[config.mk]
export PLATFORM = sky130hd
export DESIGN_NAME = fifo_queued_lock_core
export DESIGN_NICKNAME = d
export VERILOG_FILES = /design/src/sv/fql_pkg.sv /design/src/sv/fifo_queued_lock_core.sv /design/src/sv/fql_ctrl.sv /design/src/sv/fql_datapath.sv
export SDC_FILE = /design/constraint.sdc
export NUM_CORES = 1
export LEC_CHECK = 0
export ABC_AREA = 1
export BUFFER_PORTS_ARGS = -buffer_cell sky130_fd_sc_hd__buf_2
export CORE_ASPECT_RATIO = 1.1
export CORE_UTILIZATION = 65
export CTS_CLUSTER_DIAMETER = 200
export CTS_CLUSTER_SIZE = 16
export DETAILED_ROUTE_END_ITERATION = 10
export GPL_ROUTABILITY_DRIVEN = 1
export PLACE_DENSITY = 0.83
export SKIP_CTS_REPAIR_TIMING = 1
export SLEW_MARGIN = 20
export SYNTH_ARGS = -nofsm -noshare
export SYNTH_HDL_FRONTEND = slang
export SYNTH_HIERARCHICAL = 1
export SYNTH_SLANG_ARGS = --single-unit
[constraint.sdc]
create_clock -name clk_i -period 4.8 [get_ports clk_i]
set_input_delay 0.48 -clock clk_i [delete_from_list [all_inputs] [get_ports clk_i]]
set_output_delay 0.48 -clock clk_i [all_outputs]
set_load 0.01 [all_outputs]
[src/sv/fql_pkg.sv]
// fql_pkg: shared types for the FIFO-queued lock.
// Holds the request and result item types, status codes and the
// command/status structs that join the controller and the datapath.
`timescale 1ns / 1ps

package fql_pkg;

  localparam int unsigned NumWaitersDef = 16;
  localparam int unsigned IdW           = 4;

  typedef enum logic {
    OP_LOCK   = 1'b0,
    OP_UNLOCK = 1'b1
  } op_e;

  typedef enum logic [2:0] {
    STAT_GRANTED     = 3'd0,
    STAT_QUEUED      = 3'd1,
    STAT_DUP         = 3'd2,
    STAT_HANDOFF     = 3'd3,
    STAT_RELEASED    = 3'd4,
    STAT_FREE_UNLOCK = 3'd5
  } status_e;

  typedef struct packed {
    logic           opcode;
    logic [IdW-1:0] waiter_id;
  } req_t;

  typedef struct packed {
    status_e        status;
    logic           woken_valid;
    logic [IdW-1:0] woken_id;
  } res_t;

  typedef enum logic [2:0] {
    ACT_NONE,
    ACT_GRANT,
    ACT_ENQUEUE,
    ACT_IGNORE,
    ACT_HANDOFF,
    ACT_RELEASE,
    ACT_FREE_UNLOCK
  } action_e;

  typedef enum logic {
    CS_IDLE,
    CS_DECIDE
  } ctrl_state_e;

  // controller -> datapath
  typedef struct packed {
    logic    load;
    action_e action;
  } dp_cmd_t;

  // datapath -> controller
  typedef struct packed {
    logic unlock;
    logic held;
    logic empty;
    logic reject;
  } dp_stat_t;

endpackage

[src/sv/fifo_queued_lock_core.sv]
// fifo_queued_lock_core: top level of the FIFO-queued hardware lock.
// Depends on fql_pkg, fql_ctrl and fql_datapath.
//
// Usage:
//   Command channel: drive req_i (opcode, waiter_id) and raise start. The
//   item is taken at a rising edge where start is high and busy is low.
//   A lock request is granted when the lock is free, otherwise the waiter
//   id goes to the tail of a FIFO wait queue (ignored if already queued,
//   out of range or queue full). An unlock hands the lock to the oldest
//   waiter (woken_valid, woken_id) or frees it when nobody waits.
//   Result channel: done_o is high for exactly one cycle with res_o valid.
//   There is no backpressure; the receiver must take the item that cycle.
//   Timing: the item is decided in the cycle after it is taken and done_o
//   rises in the cycle after that. busy is high only in the decide cycle,
//   so a new item can be taken while done_o is up. The pace is set by
//   the registered read of the wait-slot memory at the queue head, which
//   must settle after each enqueue or head advance before the next
//   decision.
//   Reset (rst_ni low, async): lock free, queue empty, mask clear; the
//   slot memory is not cleared, only written slots are ever read.
`timescale 1ns / 1ps

module fifo_queued_lock_core
  import fql_pkg::*;
#(
  parameter int unsigned NUM_WAITERS = NumWaitersDef
) (
  input  logic clk_i,
  input  logic rst_ni,
  input  logic start,
  input  req_t req_i,
  output logic busy,
  output logic done_o,
  output res_t res_o
);

  dp_cmd_t  dp_cmd;
  dp_stat_t dp_stat;

  // controller: idle / decide sequencing and action selection
  fql_ctrl u_ctrl (
    .clk_i   (clk_i),
    .rst_ni  (rst_ni),
    .start_i (start),
    .stat_i  (dp_stat),
    .cmd_o   (dp_cmd),
    .busy_o  (busy)
  );

  // datapath: lock flag, circular queue, queued mask, result register
  fql_datapath #(
    .NUM_WAITERS (NUM_WAITERS)
  ) u_datapath (
    .clk_i  (clk_i),
    .rst_ni (rst_ni),
    .req_i  (req_i),
    .cmd_i  (dp_cmd),
    .stat_o (dp_stat),
    .done_o (done_o),
    .res_o  (res_o)
  );

endmodule

[src/sv/fql_ctrl.sv]
// fql_ctrl: controller state machine of the FIFO-queued lock.
// Depends on fql_pkg; picks one datapath action per item from its status.
`timescale 1ns / 1ps

module fql_ctrl
  import fql_pkg::*;
(
  input  logic     clk_i,
  input  logic     rst_ni,
  input  logic     start_i,
  input  dp_stat_t stat_i,
  output dp_cmd_t  cmd_o,
  output logic     busy_o
);

  ctrl_state_e state_q, state_d;

  always_ff @(posedge clk_i or negedge rst_ni) begin
    if (!rst_ni) begin
      state_q <= CS_IDLE;
    end else begin
      state_q <= state_d;
    end
  end

  always_comb begin
    state_d      = state_q;
    cmd_o.load   = 1'b0;
    cmd_o.action = ACT_NONE;
    busy_o       = 1'b0;
    unique case (state_q)
      CS_IDLE: begin
        if (start_i) begin
          cmd_o.load = 1'b1;
          state_d    = CS_DECIDE;
        end
      end
      CS_DECIDE: begin
        busy_o  = 1'b1;
        state_d = CS_IDLE;
        priority if (!stat_i.unlock && !stat_i.held) begin
          cmd_o.action = ACT_GRANT;
        end else if (!stat_i.unlock && stat_i.reject) begin
          cmd_o.action = ACT_IGNORE;
        end else if (!stat_i.unlock) begin
          cmd_o.action = ACT_ENQUEUE;
        end else if (!stat_i.held) begin
          cmd_o.action = ACT_FREE_UNLOCK;
        end else if (!stat_i.empty) begin
          cmd_o.action = ACT_HANDOFF;
        end else begin
          cmd_o.action = ACT_RELEASE;
        end
      end
      default: begin
        state_d = CS_IDLE;
      end
    endcase
  end

endmodule

[src/sv/fql_datapath.sv]
// fql_datapath: lock flag, circular wait queue, queued-id mask, result register.
// Depends on fql_pkg; driven by commands from fql_ctrl.
`timescale 1ns / 1ps

module fql_datapath
  import fql_pkg::*;
#(
  parameter int unsigned NUM_WAITERS = NumWaitersDef
) (
  input  logic     clk_i,
  input  logic     rst_ni,
  input  req_t     req_i,
  input  dp_cmd_t  cmd_i,
  output dp_stat_t stat_o,
  output logic     done_o,
  output res_t     res_o
);

  localparam int unsigned PtrW = $clog2(NUM_WAITERS);
  localparam int unsigned CntW = $clog2(NUM_WAITERS + 1);

  req_t                   req_q;
  logic                   held_q;
  logic [PtrW-1:0]        head_q;
  logic [CntW-1:0]        count_q;
  logic [NUM_WAITERS-1:0] mask_q;
  logic [IdW-1:0]         slot_rd_q;
  logic                   done_q;
  res_t                   res_q;

  logic [IdW-1:0]         slots [NUM_WAITERS];

  logic [PtrW+IdW-1:0]    req_wide, who_wide;
  logic                   req_in_range, who_in_range;
  logic [PtrW-1:0]        req_idx, who_idx;
  logic [PtrW:0]          tail_sum;
  logic [PtrW-1:0]        tail, head_nxt;
  logic                   full;

  // ids are 4 bits wide; widen so range checks and mask indexes work at any depth
  assign req_wide     = {{PtrW{1'b0}}, req_q.waiter_id};
  assign who_wide     = {{PtrW{1'b0}}, slot_rd_q};
  assign req_in_range = req_wide < (PtrW+IdW)'(NUM_WAITERS);
  assign who_in_range = who_wide < (PtrW+IdW)'(NUM_WAITERS);
  assign req_idx      = req_wide[PtrW-1:0];
  assign who_idx      = who_wide[PtrW-1:0];

  assign full = count_q >= CntW'(NUM_WAITERS);

  // count < NUM_WAITERS whenever we enqueue, so one conditional subtract wraps
  assign tail_sum = {1'b0, head_q} + (PtrW+1)'(count_q);
  assign tail     = (tail_sum >= (PtrW+1)'(NUM_WAITERS))
                  ? PtrW'(tail_sum - (PtrW+1)'(NUM_WAITERS))
                  : tail_sum[PtrW-1:0];
  assign head_nxt = (head_q == PtrW'(NUM_WAITERS - 1)) ? '0 : head_q + PtrW'(1);

  assign stat_o.unlock = (req_q.opcode == OP_UNLOCK);
  assign stat_o.held   = held_q;
  assign stat_o.empty  = (count_q == '0);
  assign stat_o.reject = !req_in_range || mask_q[req_idx] || full;

  // slot memory: one write port at the tail, registered read at the head
  always_ff @(posedge clk_i) begin
    if (cmd_i.action == ACT_ENQUEUE) begin
      slots[tail] <= req_q.waiter_id;
    end
    slot_rd_q <= slots[head_q];
  end

  always_ff @(posedge clk_i) begin
    if (cmd_i.load) begin
      req_q <= req_i;
    end
  end

  always_ff @(posedge clk_i or negedge rst_ni) begin
    if (!rst_ni) begin
      held_q  <= 1'b0;
      head_q  <= '0;
      count_q <= '0;
      mask_q  <= '0;
      done_q  <= 1'b0;
    end else begin
      done_q <= (cmd_i.action != ACT_NONE);
      unique case (cmd_i.action)
        ACT_GRANT: begin
          held_q <= 1'b1;
        end
        ACT_ENQUEUE: begin
          mask_q[req_idx] <= 1'b1;
          count_q         <= count_q + CntW'(1);
        end
        ACT_HANDOFF: begin
          if (who_in_range) begin
            mask_q[who_idx] <= 1'b0;
          end
          head_q  <= head_nxt;
          count_q <= count_q - CntW'(1);
        end
        ACT_RELEASE: begin
          held_q <= 1'b0;
        end
        ACT_NONE, ACT_IGNORE, ACT_FREE_UNLOCK: begin
        end
        default: begin
        end
      endcase
    end
  end

  always_ff @(posedge clk_i) begin
    if (cmd_i.action != ACT_NONE) begin
      res_q.woken_valid <= 1'b0;
      res_q.woken_id    <= '0;
      unique case (cmd_i.action)
        ACT_GRANT:       res_q.status <= STAT_GRANTED;
        ACT_ENQUEUE:     res_q.status <= STAT_QUEUED;
        ACT_IGNORE:      res_q.status <= STAT_DUP;
        ACT_HANDOFF: begin
          res_q.status      <= STAT_HANDOFF;
          res_q.woken_valid <= 1'b1;
          res_q.woken_id    <= slot_rd_q;
        end
        ACT_RELEASE:     res_q.status <= STAT_RELEASED;
        ACT_FREE_UNLOCK: res_q.status <= STAT_FREE_UNLOCK;
        default:         res_q.status <= STAT_DUP;
      endcase
    end
  end

  assign done_o = done_q;
  assign res_o  = res_q;

endmodule
Yosys cells after proc, flatten, opt, wreduce, memory -nomap -nowiden
Memories as Yosys holds them, arrays and structs flattened. A register that Yosys moved wholly into a read port is not among the register bits.
Cells that the tools add are included.
{"block": "totals", "reg_bits": 41, "ramBits": 64, "input_bits": 8, "output_inout_bits": 10, "elab_cells": 76, "memories": 1}
{"block": "classes", "add_sub_neg": 5, "magnitude_cmp": 8, "n_eq_ne": 7, "mux": 26, "bitwise": 4, "n_reduce_logical": 14}
{"name": "u_datapath.slots", "words": 16, "word_bits": 4, "rd": 1, "rd_ports_with_merged_regs": 1, "write_ports": 1, "line_no": "fql_datapath.sv:31", "rtl": "logic [IdW-1:0] slots [NUM_WAITERS];"}
{"operator": "16-bit case mux with 2 select lines", "count": 1}
{"operator": "4-bit by 5-bit less-than comparator with 1-bit output (second input constant)", "count": 4}
{"operator": "16-bit bitwise AND", "count": 1}
{"operator": "16-bit two-way mux", "count": 1}
{"operator": "16-bit NOT", "count": 1}
{"operator": "16-bit bitwise OR", "count": 1}
{"operator": "3-bit two-way mux", "count": 5}
{"operator": "3-bit case mux with 5 select lines", "count": 1}
{"operator": "5-bit >= comparator (second input constant)", "count": 2}
{"operator": "5-bit case mux with 2 select lines", "count": 1}
{"operator": "3-bit equality test (second input constant)", "count": 3}
{"operator": "1-bit two-way mux", "count": 9}
{"operator": "1-bit demux with 4-bit select", "count": 2}
{"operator": "4-bit by 1-bit >= comparator with 1-bit output (second input constant)", "count": 2}
{"operator": "4-bit two-way mux", "count": 2}
{"operator": "4-bit by 5-bit adder with 5-bit output", "count": 1}
{"operator": "5-bit by 1-bit adder with 5-bit output (second input constant)", "count": 1}
{"operator": "5-bit zero test", "count": 1}
{"operator": "5-bit two-way mux", "count": 1}
{"operator": "5-bit by 1-bit subtractor with 5-bit output (second input constant)", "count": 1}
{"operator": "4-bit by 1-bit adder with 4-bit output (second input constant)", "count": 1}
{"operator": "1-bit binary-select mux with 4-bit select", "count": 1}
{"operator": "4-bit equality test (second input constant)", "count": 1}
{"operator": "1-bit logical AND", "count": 4}
{"operator": "11 further kinds", "count": 16}

Logic depth before layout (Yosys ltp)
{"block": "logic_depth", "ltp_word": 11, "mapped_depth": 23, "depth_no_buf": 23}

Cells and area by module
Netlist, hierarchy kept.
{"mod": "fql_datapath", "instances": 1, "cells_each": 444, "area_per_inst_um2": 4777.1, "seq_area_each_um2": 3067.9}
{"mod": "fql_ctrl", "instances": 1, "cells_each": 18, "area_per_inst_um2": 107.6, "seq_area_each_um2": 25.0}

Worst setup path before layout
Ideal clock, no wire load.
{"block": "synth_path", "kind": "register -> register", "start": "reg u_datapath.req_q, in the netlist u_datapath/req_idx[1]", "end": "reg u_datapath.count_q[4]", "setup_time_ns": 0.117, "arrival_ns": 2.524, "required_time_ns": 4.683, "setup_slack_ns": 2.159, "stages_incl_launch_ff": 22, "n_path_buf": 0, "synth_period_minus_slack_ns": 2.641, "cell_sequence": "edfxtp_1 -> nor2_1 -> a22oi_1 -> nand2_1 -> nand2_1 -> nand4_1 -> inv_1 -> nand2_1 -> nand2_1 -> a21oi_2 -> nor2_4 -> nand2_4 -> nand2_1 -> nand2_1 -> inv_1 -> ha_1 -> inv_1 -> nand2_1 -> nand3_1 -> nand3b_1 -> nand3_1 -> nand2_1"}
{"element": "start, declared", "line_no": "fql_datapath.sv:22", "rtl": "req_t req_q;"}
{"element": "start signal, assigned", "line_no": "fql_datapath.sv:72", "rtl": "req_q <= req_i;"}
{"element": "end signal, assigned", "line_no": "fql_datapath.sv:91", "rtl": "count_q <= count_q + CntW'(1);"}
{"element": "end signal, assigned", "line_no": "fql_datapath.sv:98", "rtl": "count_q <= count_q - CntW'(1);"}
{"element": "end, declared", "line_no": "fql_datapath.sv:25", "rtl": "logic [CntW-1:0] count_q;"}

==> metrics.log <==
[metrics] total CTS buffers: 9
[metrics] last element of the critical path: u_datapath/count_q[4]
[metrics] area of the multi-input gates: 0.00154 mm²
[metrics] failing checks: design-rule violations
[metrics] post-route DRC violation count: 1
[metrics] synthesis warning total: 6
[metrics] Die ar.: 0.00787 mm²
[metrics] simple logic cell fraction of the synthesized area: 17.1%
[metrics] most repeated library cell on the critical path: nand2_1
[metrics] TritonCTS clock tree: yes
[metrics] ratio of routed vias to standard cells: 6.00
[metrics] actual transition at the worst max-transition pin: 0.706 ns
[metrics] synthesized netlist cell count: 462
[metrics] portion of netlist area occupied by mux cells: 0%
[metrics] met3 wirelength from detailed routing: 509 µm
[metrics] diode insertion count for antenna repair: 0
[metrics] number of placement rows: 32
[metrics] worst vdd ir: 0.284 mV
[metrics] htree depth: 3
[metrics] main combinational cell family by area after synthesis: simple AND/OR/NAND/NOR gates
[metrics] CP Data Arrival Time: 3.69 ns
[metrics] Buffers on Ports: 17
[metrics] maximum number of pins on one net before global-route repair: 38
[metrics] kind of capture point of the worst setup path: flop
[metrics] total nets after synthesis: 477
[metrics] count of final hold-check violations: 0
[metrics] flip-flop cell with the highest count after synthesis: edfxtp_1
[metrics] placed cell area: 0.00498 mm²
[metrics] Adder-Cell Fraction of Synth Area: 1.95%
[metrics] highest metal layer with signal wires: met4
[metrics] Worst Hold Class: in2async
[metrics] Total Negative Setup Slacks: 0 ns
[metrics] beginning of the worst register-to-register path: u_datapath/req_idx[0]
[metrics] total length of routed met2 wires: 4770 µm
[metrics] fraction of synthesis flops using an asynchronous set or reset pin: 25.7%
[metrics] number of vias after detailed routing: 3384
[metrics] most area-hungry cell type in the Yosys netlist: edfxtp_1
[metrics] number of enable flip-flop cells after synthesis: 77
[metrics] Detailed Route WL: 9590 µm
[metrics] cell area after synthesis: 0.00488 mm²
[metrics] synthesized area divided by synthesized cell count: 10.6 µm²
[metrics] sink count of the clock tree: 109
[metrics] layout cell share with drive strength beyond 1: 11.5%
[metrics] DR WL/cell: 17.0 µm
[metrics] Fin Hold WS: 0.110 ns
[metrics] crit start category: flop
[metrics] register-to-register path setup slack: 1.38 ns
[metrics] starting density of the core: 68.5%
[metrics] Syn-to-layout area delta: 5.84%
[metrics] number of cell instances on the worst register-to-register path: 21
[metrics] number of global-route vias before repair: 3349
[metrics] clk_skew: 0.0128 ns
[metrics] standard cell core area: 0.00713 mm²
[metrics] register bit total from synthesis: 109
[metrics] count of antenna-violating nets left after detailed routing: 0
[metrics] Cell variety after synth: 38
[metrics] RePlAce Congestion: 0.909
[metrics] met1 wire length: 4140 µm
[metrics] GRT overflow: 0
[metrics] Filler Cells Inserted: 474
[metrics] required time at the endpoint of the critical path: 5.07 ns
[metrics] post-synthesis sequential area ratio: 63.3%
[metrics] FF+latch area: 0.00309 mm²
[metrics] CP cell instances: inv_1 -> nor2_1 -> a22o_1 -> o21ai_0 -> nand4_1 -> inv_1 -> nand2_1 -> nand2_1 -> a21oi_2 -> nor2_4 -> nand2_4 -> nand2_1 -> nand2_1 -> inv_1 -> ha_1 -> inv_1 -> nand2_1 -> nand3_1 -> nand3b_1 -> nand3_1 -> nand2_1
[metrics] Worst Setup SP: u_datapath/req_idx[0]
[metrics] summed area of non-filler cells in the final layout: 0.00517 mm²
[metrics] Crit path largest cell delay: 0.80 ns
[metrics] power density cells: 561 mW/mm²
[metrics] worst max-slew margin expressed relative to the limit: 52.9%
[metrics] clock transition at the register clock pins on the worst setup and hold paths after CTS: 0.11 ns
[metrics] max-slew violations: 0
[metrics] Max Cap Violations: 0
[metrics] first-pass GRT wire length: 15900 µm
[metrics] setup-violating endpoint count in the final report: 0
[metrics] initial antenna violation count: 0
[metrics] maximum fanout count along the critical path: 20
[metrics] Top-Level Pins: 18
[metrics] y dimension of the die: 92.9 µm
[metrics] die outline width: 84.7 µm
[metrics] half-perimeter wire length after placement: 6440 µm
[metrics] drt first-iter violations: 328
[metrics] Initial DRT Pass Iterations: 9
[metrics] Net count, final: 489
[metrics] Fmax: 293 MHz
[metrics] share of the core filled with cells: 72.5%
[metrics] area share of the largest cell type after synthesis: 47.3%
[metrics] post-synthesis share of cell area spent on xor and xnor gates: 1.08%
[metrics] Static Leak: 2.05 nW
[metrics] largest cells by area after synthesis: edfxtp_1 47%, dfrtp_1 14%, nor2_1 6.1%, nand2_1 5.5%, o21ai_1 3.1%
[metrics] GRT Util Overall: 26.8%
[metrics] Longest Clk Path Bufs: 2
[metrics] RSZ-0062 raised after global routing: no
[metrics] later-pin clock latency in the skew report: 0.37 ns
[metrics] standard cell with the maximum stage delay on the critical path: edfxtp_1
[metrics] clock root cell: clkbuf_8
[metrics] Reg-to-Reg End: u_datapath/count_q[4]
[metrics] run status: finished with violations
[metrics] share of the synthesized area in compound gates (AO/OA/AOI/OAI): 11.3%
[metrics] Tot Pwr: 2.90 mW
[metrics] startpoint-to-endpoint class of the critical path: reg2reg
[metrics] Final Cycle Share: 71.2%
[metrics] final critical delay including setup and external delays: 3.42 ns
## cells in the mapped netlist (2+ instances only)
cell type and instances:
inv_1 35, a22oi_1 6, nand3_1 20, o21ai_1 30, xnor2_1 3, nand4_1 2, xor2_1 3, nor2_1 80
dfxtp_1 4, o31ai_1 4, a21oi_1 3, clkbuf_1 3, nand2_1 72, o211ai_1 9, o21ai_0 29, buf_2 9
nand2_4 4, ha_1 6, dfrtp_1 28, edfxtp_1 77, inv_2 5, nor2_2 2, nor2_4 3, buf_4 2
nand2_2 3, o32ai_1 8
## sequential cells by signal, summed over array words and instances (netlist names)
name                  count
u_datapath/req_idx        4
u_datapath/slots         64
u_datapath/res_o          8
u_datapath/slot_rd_q      4
u_datapath/head_q         4
u_datapath/count_q        5
u_ctrl/state_q            1
u_datapath/held_q         1
u_datapath/stat_o         1
u_datapath/mask_q        16
u_datapath/done_o         1
## layout by cell type (no fill, tap or decap), types with 2 or more instances in the layout
cell type	count
dfrtp_1	27
clkinvlp_4	2
nor2_2	2
inv_1	35
nor2_4	3
clkbuf_8	9
o21ai_0	29
inv_8	2
edfxtp_1	77
nand2_2	3
o211ai_1	9
buf_2	17
nand4_1	2
inv_6	2
nor2_1	80
inv_2	5
nand2_4	4
nand2_1	72
o31ai_1	4
a21oi_1	3
xnor2_1	3
o21ai_1	30
nand3_1	20
ha_1	6
xor2_1	3
dfxtp_1	4
o32ai_1	8
a22oi_1	6
## power breakdown
part / internal (mW) / switching (mW)
clock: 0.200 / 0.319
combinational: 0.329 / 0.659
sequential: 1.21 / 0.186
## metal layers
metal | up-vias | GRT usage [%]
li1 | 1611 | -
met1 | 1646 | 34.9
met2 | 110 | 44.2
met3 | 17 | 5.26
met4 | 0 | 11.3
met5 | - | 0
## worst max-delay path: cells and delay by family (launching register included)
family / cells / cell delay [ns]
AO/OA/AOI/OAI: 3 / 0.55
adder cells (fa/ha/maj): 1 / 0.17
buffers and inverters: 4 / 0.25
flip-flops: 1 / 0.80
AND/OR/NAND/NOR: 13 / 1.52
## worst min path at each step
stage / slack (ns) / endpoint
floorplan: 0.18 / u_ctrl/state_q
global placement: 0.49 / u_datapath/mask_q[7]
detailed placement: 0.50 / u_datapath/mask_q[5]
CTS: 0.12 / u_datapath/held_q
global route: 0.14 / u_datapath/mask_q[11]
finish: 0.11 / u_datapath/mask_q[11]
## stage by stage
step / std cells / setup slack [ns]
after floorplan: 462 / 2.16
after global placement: 548 / 1.72
after detailed placement: 548 / 1.51
after CTS: 564 / 1.46
after global routing: 564 / 1.07
final: 564 / 1.38
## final cells by class
type	count	share of cell area, %
Multi-Input combinational cell	296	29.8
Clock buffer	9	2.40
Sequential cell	109	59.8
Clock inverter	7	1.23
Timing Repair Buffer	18	1.79
Inverter	40	2.90
Tap cell	85	2.06
## cell families (layout without fill, tap and decap cells)
| kind of cell | after synthesis | count (layout) |
|---|---|---|
| adder cells (fa/ha/maj) | 7 | 7 |
| AO/OA/AOI/OAI | 93 | 93 |
| AND/OR/NAND/NOR | 190 | 190 |
| XOR/XNOR | 6 | 6 |
| flip-flops | 109 | 109 |
| buffers and inverters | 57 | 74 |
Power figures use the tool's default switching activity.
